$ cat config.mk
export PLATFORM = sky130hd
export DESIGN_NAME = alnum_cjk_byte_tokenizer
export DESIGN_NICKNAME = d
export VERILOG_FILES = /design/src/hdl/acbt_pkg.sv /design/src/hdl/alnum_cjk_byte_tokenizer.sv /design/src/hdl/acbt_utf8_dec.sv /design/src/hdl/acbt_core.sv
export SDC_FILE = /design/constraint.sdc
export NUM_CORES = 1
export LEC_CHECK = 0
export ABC_CLOCK_PERIOD_IN_PS = 11800
export BUFFER_PORTS_ARGS = -buffer_cell sky130_fd_sc_hd__buf_2
export CELL_PAD_IN_SITES_DETAIL_PLACEMENT = 0
export CELL_PAD_IN_SITES_GLOBAL_PLACEMENT = 1
export CORE_MARGIN = 3
export CORE_UTILIZATION = 37
export CTS_BUF_LIST = sky130_fd_sc_hd__clkbuf_4
export DETAILED_ROUTE_END_ITERATION = 10
export PLACE_DENSITY_LB_ADDON = 0.1
export SKIP_LAST_GASP = 1
export SYNTH_ARGS = -nofsm -noshare
export SYNTH_HDL_FRONTEND = slang
export SYNTH_SLANG_ARGS = --single-unit
$ cat constraint.sdc
create_clock -name clk -period 11.8 [get_ports clk]
set_clock_uncertainty 0.2 [all_clocks]
set_input_delay 0.59 -clock clk [delete_from_list [all_inputs] [get_ports clk]]
set_output_delay 0.59 -clock clk [all_outputs]
set_load 0.02 [all_outputs]
$ cat src/hdl/acbt_pkg.sv
// acbt_pkg: shared types and constants for the alphanumeric/CJK byte tokenizer.
// No dependencies; imported by every module of the block.
package acbt_pkg;

  localparam int TOKEN_START_W = 20;
  localparam int TOKEN_LEN_W   = 16;
  localparam int CP_W          = 21;

  localparam logic [1:0] CFG_LOWERCASE = 2'd0;
  localparam logic [1:0] CFG_MAX_LEN   = 2'd1;

  localparam logic [TOKEN_LEN_W-1:0] MAX_LEN_RESET = 16'd255;

  localparam logic [CP_W-1:0] CJK_A_LO = 21'h04E00;
  localparam logic [CP_W-1:0] CJK_A_HI = 21'h09FFF;
  localparam logic [CP_W-1:0] CJK_B_LO = 21'h03400;
  localparam logic [CP_W-1:0] CJK_B_HI = 21'h04DBF;
  localparam logic [CP_W-1:0] CJK_C_LO = 21'h20000;
  localparam logic [CP_W-1:0] CJK_C_HI = 21'h2A6DF;
  localparam logic [CP_W-1:0] CJK_D_LO = 21'h2A700;
  localparam logic [CP_W-1:0] CJK_D_HI = 21'h2EBEF;
  localparam logic [CP_W-1:0] CJK_E_LO = 21'h30000;
  localparam logic [CP_W-1:0] CJK_E_HI = 21'h3134A;

  localparam logic [CP_W-1:0] CP_3BYTE = 21'h00800;
  localparam logic [CP_W-1:0] CP_4BYTE = 21'h10000;

  typedef enum logic [1:0] {
    MODE_IDLE = 2'd0,
    MODE_RUN  = 2'd1,
    MODE_SEQ  = 2'd2
  } scan_mode_t;

  typedef enum logic [2:0] {
    BND_NONE  = 3'd0,
    BND_A0_BF = 3'd1,
    BND_80_9F = 3'd2,
    BND_90_BF = 3'd3,
    BND_80_8F = 3'd4
  } bounds_t;

  typedef struct packed {
    logic [CP_W-1:0] acc;
    logic [1:0]      left;
    bounds_t         bounds;
  } seq_state_t;

  typedef struct packed {
    logic       trail_ok;
    seq_state_t trail_next;
    logic       trail_done;
    logic       cjk_hit;
    logic [2:0] cjk_len;
    logic       lead_ok;
    seq_state_t lead_next;
  } dec_t;

endpackage

$ cat src/hdl/alnum_cjk_byte_tokenizer.sv
// alnum_cjk_byte_tokenizer: top level; input register, config registers, scan core.
// Result path: input register, then result register; either can be held by out_stall.
// Throughput: one item per cycle unless out_stall holds; one scan-state pass per byte.
// Reset (rst, synchronous): empties both registers, clears scan state, config to defaults.
// Depends on acbt_pkg, acbt_core, acbt_utf8_dec.
module alnum_cjk_byte_tokenizer
  import acbt_pkg::*;
#(
  parameter longint unsigned MAX_TEXT_BYTES   = 1048576,
  parameter int unsigned     LEN_COUNTER_BITS = 16
) (
  input  logic                     clk,
  input  logic                     rst,
  input  logic                     cfg_wr_en,
  input  logic [1:0]               cfg_index,
  input  logic [TOKEN_LEN_W-1:0]   cfg_data,
  input  logic                     in_valid,
  output logic                     in_stall,
  input  logic [7:0]               data_byte,
  input  logic                     last_byte,
  output logic                     out_valid,
  input  logic                     out_stall,
  output logic [7:0]               out_byte,
  output logic                     token_valid,
  output logic [TOKEN_START_W-1:0] token_start,
  output logic [TOKEN_LEN_W-1:0]   token_length,
  output logic                     token_kind,
  output logic                     end_of_text
);

  logic                   lowercase_enable;
  logic [TOKEN_LEN_W-1:0] max_token_len;
  logic                   in_q_valid;
  logic [7:0]             in_q_byte;
  logic                   in_q_last;
  logic                   advance;
  logic                   in_take;

  assign advance  = !out_valid || !out_stall;
  assign in_stall = in_q_valid && !advance;
  assign in_take  = in_valid && !in_stall;

  always_ff @(posedge clk) begin
    if (rst) begin
      lowercase_enable <= 1'b0;
      max_token_len    <= MAX_LEN_RESET;
      in_q_valid       <= 1'b0;
    end else begin
      if (cfg_wr_en) begin
        unique case (cfg_index)
          CFG_LOWERCASE: lowercase_enable <= cfg_data[0];
          CFG_MAX_LEN:   max_token_len    <= cfg_data;
          default: ;
        endcase
      end
      if (in_take) begin
        in_q_valid <= 1'b1;
      end else if (advance) begin
        in_q_valid <= 1'b0;
      end
    end
  end

  always_ff @(posedge clk) begin
    if (in_take) begin
      in_q_byte <= data_byte;
      in_q_last <= last_byte;
    end
  end

  acbt_core #(
    .MAX_TEXT_BYTES   (MAX_TEXT_BYTES),
    .LEN_COUNTER_BITS (LEN_COUNTER_BITS)
  ) u_core (
    .clk              (clk),
    .rst              (rst),
    .advance          (advance),
    .item_valid       (in_q_valid),
    .byte_in          (in_q_byte),
    .last_in          (in_q_last),
    .lowercase_enable (lowercase_enable),
    .max_token_len    (max_token_len),
    .out_valid        (out_valid),
    .out_byte         (out_byte),
    .token_valid      (token_valid),
    .token_start      (token_start),
    .token_length     (token_length),
    .token_kind       (token_kind),
    .end_of_text      (end_of_text)
  );

  a_held_item: assert property (@(posedge clk) disable iff (rst)
    (in_q_valid && !advance) |=> in_q_valid)
    else $error("buffered item dropped while output stalled");

  a_no_token_zero: assert property (@(posedge clk) disable iff (rst)
    (out_valid && !token_valid) |->
      (token_start == '0 && token_length == '0 && !token_kind))
    else $error("token fields set without a token");

  a_len_clipped: assert property (@(posedge clk) disable iff (rst)
    (out_valid && token_valid) |-> (token_length <= max_token_len))
    else $error("token length exceeds configured maximum");

  a_cjk_len: assert property (@(posedge clk) disable iff (rst)
    (out_valid && token_valid && token_kind) |-> (token_length <= 16'd4))
    else $error("ideograph token longer than four bytes");

endmodule

$ cat src/hdl/acbt_utf8_dec.sv
// acbt_utf8_dec: combinational UTF-8 step decoder (lead and trail byte checks, CJK test).
// Depends on acbt_pkg.
module acbt_utf8_dec
  import acbt_pkg::*;
(
  input  logic [7:0] byte_in,
  input  seq_state_t seq,
  output dec_t       dec
);

  logic            fits;
  logic [CP_W-1:0] acc_next;

  always_comb begin
    case (seq.bounds)
      BND_A0_BF: fits = (byte_in >= 8'hA0) && (byte_in <= 8'hBF);
      BND_80_9F: fits = (byte_in >= 8'h80) && (byte_in <= 8'h9F);
      BND_90_BF: fits = (byte_in >= 8'h90) && (byte_in <= 8'hBF);
      BND_80_8F: fits = (byte_in >= 8'h80) && (byte_in <= 8'h8F);
      default:   fits = (byte_in >= 8'h80) && (byte_in <= 8'hBF);
    endcase
  end

  assign acc_next = {seq.acc[CP_W-7:0], byte_in[5:0]};

  always_comb begin
    dec.trail_ok          = fits && (seq.left != 2'd0);
    dec.trail_next.acc    = acc_next;
    dec.trail_next.left   = seq.left - 2'd1;
    dec.trail_next.bounds = BND_NONE;
    dec.trail_done        = (seq.left == 2'd1);
    dec.cjk_hit = ((acc_next >= CJK_A_LO) && (acc_next <= CJK_A_HI)) ||
                  ((acc_next >= CJK_B_LO) && (acc_next <= CJK_B_HI)) ||
                  ((acc_next >= CJK_C_LO) && (acc_next <= CJK_C_HI)) ||
                  ((acc_next >= CJK_D_LO) && (acc_next <= CJK_D_HI)) ||
                  ((acc_next >= CJK_E_LO) && (acc_next <= CJK_E_HI));
    if (acc_next < CP_3BYTE) begin
      dec.cjk_len = 3'd2;
    end else if (acc_next < CP_4BYTE) begin
      dec.cjk_len = 3'd3;
    end else begin
      dec.cjk_len = 3'd4;
    end

    dec.lead_ok          = 1'b0;
    dec.lead_next.acc    = '0;
    dec.lead_next.left   = 2'd0;
    dec.lead_next.bounds = BND_NONE;
    if ((byte_in >= 8'hC2) && (byte_in <= 8'hDF)) begin
      dec.lead_ok        = 1'b1;
      dec.lead_next.acc  = CP_W'(byte_in[4:0]);
      dec.lead_next.left = 2'd1;
    end else if ((byte_in >= 8'hE0) && (byte_in <= 8'hEF)) begin
      dec.lead_ok        = 1'b1;
      dec.lead_next.acc  = CP_W'(byte_in[3:0]);
      dec.lead_next.left = 2'd2;
      if (byte_in == 8'hE0) begin
        dec.lead_next.bounds = BND_A0_BF;
      end else if (byte_in == 8'hED) begin
        dec.lead_next.bounds = BND_80_9F;
      end
    end else if ((byte_in >= 8'hF0) && (byte_in <= 8'hF4)) begin
      dec.lead_ok        = 1'b1;
      dec.lead_next.acc  = CP_W'(byte_in[2:0]);
      dec.lead_next.left = 2'd3;
      if (byte_in == 8'hF0) begin
        dec.lead_next.bounds = BND_90_BF;
      end else if (byte_in == 8'hF4) begin
        dec.lead_next.bounds = BND_80_8F;
      end
    end
  end

endmodule

$ cat src/hdl/acbt_core.sv
// acbt_core: scan state, run tracking, token build and the result register.
// Depends on acbt_pkg and acbt_utf8_dec.
module acbt_core
  import acbt_pkg::*;
#(
  parameter longint unsigned MAX_TEXT_BYTES   = 1048576,
  parameter int unsigned     LEN_COUNTER_BITS = 16
) (
  input  logic                     clk,
  input  logic                     rst,
  input  logic                     advance,
  input  logic                     item_valid,
  input  logic [7:0]               byte_in,
  input  logic                     last_in,
  input  logic                     lowercase_enable,
  input  logic [TOKEN_LEN_W-1:0]   max_token_len,
  output logic                     out_valid,
  output logic [7:0]               out_byte,
  output logic                     token_valid,
  output logic [TOKEN_START_W-1:0] token_start,
  output logic [TOKEN_LEN_W-1:0]   token_length,
  output logic                     token_kind,
  output logic                     end_of_text
);

  localparam int POS_W = $clog2(MAX_TEXT_BYTES);
  localparam logic [POS_W:0] POS_LIMIT = (POS_W+1)'(MAX_TEXT_BYTES);

  scan_mode_t                  mode, mode_next;
  logic [POS_W-1:0]            pos, pos_next;
  logic [POS_W-1:0]            run_start, run_start_next;
  logic [LEN_COUNTER_BITS-1:0] run_length, run_length_next;
  seq_state_t                  seq, seq_next;
  logic [POS_W-1:0]            seq_start, seq_start_next;

  dec_t                        dec;
  logic                        alnum_hit;
  logic [POS_W:0]              pos_inc;
  logic [LEN_COUNTER_BITS-1:0] rl_base;
  logic [7:0]                  echo;
  logic                        tok_v, tok_k;
  logic [POS_W-1:0]            tok_s;
  logic [31:0]                 tok_len_raw;
  logic [31:0]                 max_len32;
  logic [TOKEN_LEN_W-1:0]      tok_len_clip;
  logic [63:0]                 tok_s_wide;
  logic                        consumed;

  acbt_utf8_dec u_dec (
    .byte_in (byte_in),
    .seq     (seq),
    .dec     (dec)
  );

  assign alnum_hit = ((byte_in >= 8'h30) && (byte_in <= 8'h39)) ||
                     ((byte_in >= 8'h41) && (byte_in <= 8'h5A)) ||
                     ((byte_in >= 8'h61) && (byte_in <= 8'h7A));
  assign pos_inc  = {1'b0, pos} + 1'b1;

  always_comb begin
    mode_next       = mode;
    run_start_next  = run_start;
    run_length_next = run_length;
    seq_next        = seq;
    seq_start_next  = seq_start;
    echo            = byte_in;
    tok_v           = 1'b0;
    tok_k           = 1'b0;
    tok_s           = '0;
    tok_len_raw     = '0;
    consumed        = 1'b0;
    rl_base         = run_length;

    if (alnum_hit) begin
      if (lowercase_enable && (byte_in >= 8'h41) && (byte_in <= 8'h5A)) begin
        echo = byte_in + 8'h20;
      end
      if (mode != MODE_RUN) begin
        mode_next      = MODE_RUN;
        run_start_next = pos;
        rl_base        = '0;
      end
      run_length_next = (rl_base == '1) ? rl_base : rl_base + 1'b1;
      if (last_in) begin
        tok_v       = 1'b1;
        tok_s       = run_start_next;
        tok_len_raw = 32'(run_length_next);
      end
    end else begin
      if (mode == MODE_RUN) begin
        tok_v       = 1'b1;
        tok_s       = run_start;
        tok_len_raw = 32'(run_length);
        mode_next   = MODE_IDLE;
      end else if (mode == MODE_SEQ) begin
        if (dec.trail_ok) begin
          consumed = 1'b1;
          seq_next = dec.trail_next;
          if (dec.trail_done) begin
            mode_next = MODE_IDLE;
            if (dec.cjk_hit) begin
              tok_v       = 1'b1;
              tok_k       = 1'b1;
              tok_s       = seq_start;
              tok_len_raw = 32'(dec.cjk_len);
            end
          end
        end else begin
          mode_next = MODE_IDLE;
        end
      end
      if (!consumed && (mode_next == MODE_IDLE) && dec.lead_ok) begin
        mode_next      = MODE_SEQ;
        seq_next       = dec.lead_next;
        seq_start_next = pos;
      end
    end

    pos_next = (pos_inc >= POS_LIMIT) ? '0 : pos_inc[POS_W-1:0];

    if (last_in) begin
      mode_next       = MODE_IDLE;
      pos_next        = '0;
      run_start_next  = '0;
      run_length_next = '0;
      seq_next.acc    = '0;
      seq_next.left   = 2'd0;
      seq_next.bounds = BND_NONE;
      seq_start_next  = '0;
    end
  end

  assign max_len32    = 32'(max_token_len);
  assign tok_len_clip = (tok_len_raw < max_len32) ? tok_len_raw[TOKEN_LEN_W-1:0]
                                                  : max_token_len;
  assign tok_s_wide   = 64'(tok_s);

  always_ff @(posedge clk) begin
    if (rst) begin
      mode       <= MODE_IDLE;
      pos        <= '0;
      run_start  <= '0;
      run_length <= '0;
      seq.acc    <= '0;
      seq.left   <= 2'd0;
      seq.bounds <= BND_NONE;
      seq_start  <= '0;
      out_valid  <= 1'b0;
    end else begin
      if (advance) begin
        out_valid <= item_valid;
      end
      if (advance && item_valid) begin
        mode       <= mode_next;
        pos        <= pos_next;
        run_start  <= run_start_next;
        run_length <= run_length_next;
        seq        <= seq_next;
        seq_start  <= seq_start_next;
      end
    end
  end

  always_ff @(posedge clk) begin
    if (advance && item_valid) begin
      out_byte     <= echo;
      token_valid  <= tok_v;
      token_start  <= tok_s_wide[TOKEN_START_W-1:0];
      token_length <= tok_v ? tok_len_clip : '0;
      token_kind   <= tok_k;
      end_of_text  <= last_in;
    end
  end

endmodule

==> run metrics, run 1 <==
outcome=complete, no violations; Die Width=161 µm; Final Setup Violations=0; slew of the pin with the lowest slew margin=1.10 ns; Post-Syn Area=8930 µm²; Pre-antenna DRT Iters=7; post-synth top area cell=dfxtp_1; CTS tree=yes; fin crit share=0.501; max-slew violation count=0; most used cell, CP=ha_1; Mapped Nets=1039; Total Routing Usage GR=0.192; CTS Buffer Depth=2; crit path time final=5.91 ns; Critical Path Source Type=flop; Worst Path Max Fanout=13; layout cell share with drive strength beyond 1=0.151; I/O Pins=81; Vias/cell=5.54; max_slew headroom=0.266; global-route wire length before repair=40700 µm; core area=23600 µm²; Final nets=1094; sequential fraction of the synthesis area=0.450; setup TNS=0 ns; postcts setup bufs=0; crit end category=flop; post-layout util=0.425; GP Congestion=0.815; dpl hpwl=15800 µm; most frequent cells in the layout=dfxtp_1 (117), nor2_1 (96), nand2_1 (94), buf_2 (79), a21oi_1 (77); YS warnings=0; crit path kind=flop to flop; GRT overflow=0; unrepaired setup endpoints after global routing=no; H-tree levels=4; largest net degree at the start of global routing=78; final hold violations=0; Crit path required time=11.94 ns; Synth Flop Type=dfxtp_1; Clock Latency Late Sink=0.58 ns; top cell type's share of synthesized area=0.262; IO Port Bufs=80; area grow syn2layout=12.3%; Post-DRT Antenna Nets=0; number of buffers created by CTS=17; Synth area leaders=dfxtp_1 (26%), edfxtp_1 (19%), a21oi_1 (4.3%); Avg Cell Area, Syn=9.07 µm²; placement row count=56; max frequency=169 MHz; vias after detailed routing=7615; CP max stage delay=0.55 ns; DRT iter0 DRCs=522; drt total wl=24800 µm; root buf cell=clkbuf_4; Netlist cell types=79; vias in the first global route=7516; leading cell type in the layout, fill and taps excluded=dfxtp_1; DRC=0; crit-path cells=nor2b_1 > nand2_1 > inv_1 > ha_1 > nand3b_1 > or2_1 > a211oi_2 > nand4_1 > and4_1 > or3_1 > ha_1 > a2111oi_0 > o21ai_0 > a221oi_1 > a21boi_0 > a31oi_2 > mux2_1; Yosys reg bits=173; die area=26000 µm²; Max-Cap Viols=0; clock-pin slew on the worst setup and hold paths=0.15 ns; power per cell area=112 nW/µm²; DIE HEIGHT=161 µm; initial antenna violation count=2; Worst EP arrival=6.05 ns; post-synthesis async set-or-reset flop share=0; peak supply drop=0.0658 mV; clock sink total=173; leakage power=3.93 nW; number of enable flip-flop cells after synthesis=56; WL per Instance=18.0 µm; CP max-delay cell=a21boi_0; Cells after Synth=985; Hold WC Path Type=primary input to flop; Initial Util=0.378
==> cell type report <==
cell class                      instances  area, µm²
Antenna cell                            2       5.00
Clock buffer                           18        135
Clock inverter                         14        184
Fill cell                            2419      13600
Inverter                               55        208
Multi-Input combinational cell        679       4360
Sequential cell                       173       4020
Tap cell                              319        399
Timing Repair Buffer                  114        711
==> worst max-delay path: cells and delay by family (launching register included) <==
family | cells | cell delay [ns]
buffers and inverters | 1 | 0.11
multiplexers | 1 | 0.45
flip-flops | 1 | 0.47
adder cells (fa/ha/maj) | 2 | 0.49
AND/OR/NAND/NOR | 7 | 1.90
AO/OA/AOI/OAI | 6 | 2.05
==> Yosys cell counts, types with 16 or more instances <==
master    number
clkbuf_1      52
nor2_1        97
ha_1          22
dfxtp_1      117
a21oi_1       77
o21ai_0       31
nand2_1       94
buf_2         19
a22oi_1       33
nand3_1       28
edfxtp_1      56
o211a_1       16
nand4_1       33
inv_1         54
a222oi_1      20
==> state kept, by name (all words and copies together) (netlist names), 2 cells and up <==
register,cells
u_core.mode,2
max_token_len,16
u_core.token_start,20
u_core.seq,20
u_core.token_length,16
u_core.seq_start,20
u_core.run_start,20
in_q_byte,8
u_core.pos,20
u_core.run_length,16
u_core.out_byte,8
==> repair_timing <==
item                                    in CTS  in global routing
endpoints found under the hold margin       21                  0
gates resized for setup                      0                  0
endpoints found under the setup margin       0                  0
hold buffers                                21                  0
==> metal layers <==
metal  track usage  part of all wire
met1         0.270              0.48
met2         0.300              0.45
met3        0.0390             0.055
met4        0.0512             0.013
met5             0                 0
==> power by group <==
part           internal (mW)  switching, mW
registers              0.628         0.0110
logic                 0.0308         0.0684
clock network          0.155          0.229
==> per-stage QoR <==
step | instances | setup WS, ns | total power, mW | instance area (µm²) | hold slack (ns)
global route | 1374 | 5.33 | 1.17 | 10000 | 0.00300
finish | 1374 | 5.89 | 1.12 | 10000 | 0.0503
CTS | 1372 | 5.89 | 1.14 | 10000 | 0.00702
floorplan | 985 | 6.85 | 0.711 | 8930 | 0.221
global placement | 1319 | 6.10 | 0.747 | 9500 | 0.241
detailed placement | 1319 | 5.90 | 0.746 | 9500 | 0.245
==> path summary, 6_finish.rpt <==
kind	from	endpoint	slack, ns	cells past startpoint
worst max register to register	u_core.mode[0]	u_core.token_length[9]	5.89	17
worst min-delay path	cfg_data[15]	max_token_len[15]	0.05	3
worst min register to register	u_core.seq_start[9]	u_core.seq_start[9]	0.26	2
worst max-delay path	u_core.mode[0]	u_core.token_length[9]	5.89	17
==> kinds of logic after synthesis <==
group / share of synthesized area
muxes: 0.0234
DFF: 0.450
adders and majority gates: 0.0308
xor gates and xnor gates: 0.0176
and+or+nand+nor: 0.200
AOI/OAI and AO/OA: 0.215
buffers and inverters: 0.0623
(Power assumes the default switching activity.)
==> run 2: changes to the inputs <==
--- a/config.mk
+++ b/config.mk
@@ -5,7 +5,7 @@
 export SDC_FILE = /design/constraint.sdc
 export NUM_CORES = 1
 export LEC_CHECK = 0
-export ABC_CLOCK_PERIOD_IN_PS = 11800
+export ABC_CLOCK_PERIOD_IN_PS = 6000
 export BUFFER_PORTS_ARGS = -buffer_cell sky130_fd_sc_hd__buf_2
 export CELL_PAD_IN_SITES_DETAIL_PLACEMENT = 0
 export CELL_PAD_IN_SITES_GLOBAL_PLACEMENT = 1
==> constraint.sdc (replaced) <==
create_clock -name clk -period 6 [get_ports clk]
set_clock_uncertainty 0.2 [all_clocks]
set_input_delay 0.3 -clock clk [delete_from_list [all_inputs] [get_ports clk]]
set_output_delay 0.3 -clock clk [all_outputs]
set_load 0.02 [all_outputs]
==> run metrics, run 2 (synthesis gave the netlist of run 1 again) <==
outcome=complete, no violations; clock sink total=173; CTS Buffer Depth=2; area grow syn2layout=13.9%; DRC=0; Clock Latency Late Sink=0.57 ns; power per cell area=215 nW/µm²; Final Setup Violations=0; leading cell type in the layout, fill and taps excluded=dfxtp_1; worst reg2reg path endpoint=u_core.token_length[9]; H-tree levels=4; root buf cell=clkbuf_4; HP Start=cfg_wr_en; Pre-antenna DRT Iters=6; max frequency=185 MHz; RR Startpoint=u_core.mode[0]; Post-DRT Antenna Nets=0; crit path from=u_core.mode[0]; DIE HEIGHT=161 µm; hold slack=0.159 ns; Hold WC Path Type=primary input to flop; IO Port Bufs=80; peak supply drop=0.115 mV; max_slew headroom=0.250; clock group share of total power=0.334; Sequential Area=4020 µm²; largest net degree at the start of global routing=74; initial antenna violation count=1; Max-Cap Viols=0; Filler Cell Count=2383; clock-pin slew on the worst setup and hold paths=0.14 ns; postcts setup bufs=0; max-slew violation count=0; leakage power=4.00 nW; footprint of the multi-input gates=4380 µm²; GRT overflow=0; Vias/cell=5.57; layout cell share with drive strength beyond 1=0.152; crit path time final=5.41 ns; net switching power=0.588 mW; core area=23600 µm²; placement row count=56; dpl hpwl=15900 µm; slew of the pin with the lowest slew margin=1.12 ns; global-route wire length before repair=40700 µm; Sequential Power Share=0.573; Comb pwr share=0.093; unrepaired setup endpoints after global routing=no; Die Width=161 µm; die area=26000 µm²; drt total wl=24800 µm; hold endpoint=max_token_len[15]; internal power=1.60 mW; worst hold stages=4; R2R cell count=17; Final nets=1110; WL per Instance=17.9 µm; Net Sw Frac=0.269; crit path kind=flop to flop; Critical Path Source Type=flop; fin crit share=0.902; Total Routing Usage GR=0.193; crit end category=flop; setup TNS=0 ns; vias after detailed routing=7739; FF-to-FF setup slack=0.59 ns; final hold violations=0; GP Congestion=0.805; number of buffers created by CTS=17; Worst Path Max Fanout=13; Worst EP arrival=5.54 ns; Initial Util=0.378; vias in the first global route=7440; most frequent cells in the layout=dfxtp_1 (117), nor2_1 (96), nand2_1 (94), buf_2 (79), a21oi_1 (77); CTS tree=yes; I/O Pins=81; DRT iter0 DRCs=549; Crit path required time=6.13 ns
[run 2: cell count changes in the layout (fill, tap and decap cells not counted), sizes merged]
cell / change
clkinvlp: +2
clkinv: -2
buf: +4
inv: -1
dlygate4sd3: +12
clkbuf: +1
[run 2: worst max-delay path, stage by stage, from the launching register on]
cell,delay (ns)
dfxtp_1,0.47
nor2b_1,0.28
nand2_1,0.15
inv_1,0.09
ha_1,0.29
nand3b_1,0.15
or2_1,0.27
a211oi_2,0.33
nand4_1,0.20
and4_1,0.24
or3_1,0.40
ha_1,0.19
a2111oi_0,0.33
o21ai_0,0.19
a221oi_1,0.38
and3_1,0.35
a31oi_4,0.26
mux2_1,0.41
[run 2: how the worst max path moves through the flow]
stage	slack (ns)	depth (start not counted)	endpoint
2_1_floorplan	1.05	18	u_core.token_length[5]
3_3_place_gp	0.41	17	u_core.token_length[9]
3_5_place_dp	0.34	17	u_core.token_length[7]
4_1_cts	0.31	17	u_core.token_length[9]
5_1_grt	0.03	17	u_core.token_length[9]
6_report	0.59	17	u_core.token_length[9]
[run 2: stage by stage]
| stage | setup slack, ns | power, mW | utilization | std cells | cell area [µm²] |
|---|---|---|---|---|---|
| after global placement | 0.410 | 1.47 | 0.403 | 1323 | 9530 |
| after detailed placement | 0.341 | 1.47 | 0.403 | 1323 | 9530 |
| after global routing | 0.0299 | 2.29 | 0.431 | 1390 | 10200 |
| after CTS | 0.308 | 2.23 | 0.430 | 1388 | 10200 |
| after floorplan | 1.05 | 1.40 | - | 985 | 8930 |
| final | 0.587 | 2.19 | 0.431 | 1390 | 10200 |
[run 2: final cells by class]
cell class	instances	share of cell area
inverters	55	0.0204
clock inverters	13	0.0161
multi-input cells	679	0.430
flip-flops and latches	173	0.395
well taps	319	0.0392
repair buffers	130	0.0846
diodes	2	0.000492
clock buffers	19	0.0140
[run 2: routing by layer]
layer  global-route usage  vias up  wire length, µm
met5                    0        -                0
met4               0.0403        0              187
met3               0.0313       12             1140
met1                0.285     3735            12400
met2                0.298      194            11100
li1                     -     3798                -
[run 2: repair_timing]
| action | in CTS | in global routing |
|---|---|---|
| setup endpoints to repair | 0 | 13 |
| gates resized for setup | 0 | 3 |
| hold endpoints to repair | 52 | 0 |
| hold buffers | 33 | 0 |
[run 2: power by group through the flow]
| stage | clock (mW) | combinational [mW] | sequential (mW) |
|---|---|---|---|
| 4_1_cts | 0.764 | 0.206 | 1.26 |
| 5_1_grt | 0.805 | 0.224 | 1.26 |
| 2_1_floorplan | 0 | 0.108 | 1.29 |
| 3_3_place_gp | 0 | 0.189 | 1.28 |
| 3_5_place_dp | 0 | 0.189 | 1.28 |
| 6_report | 0.731 | 0.204 | 1.26 |
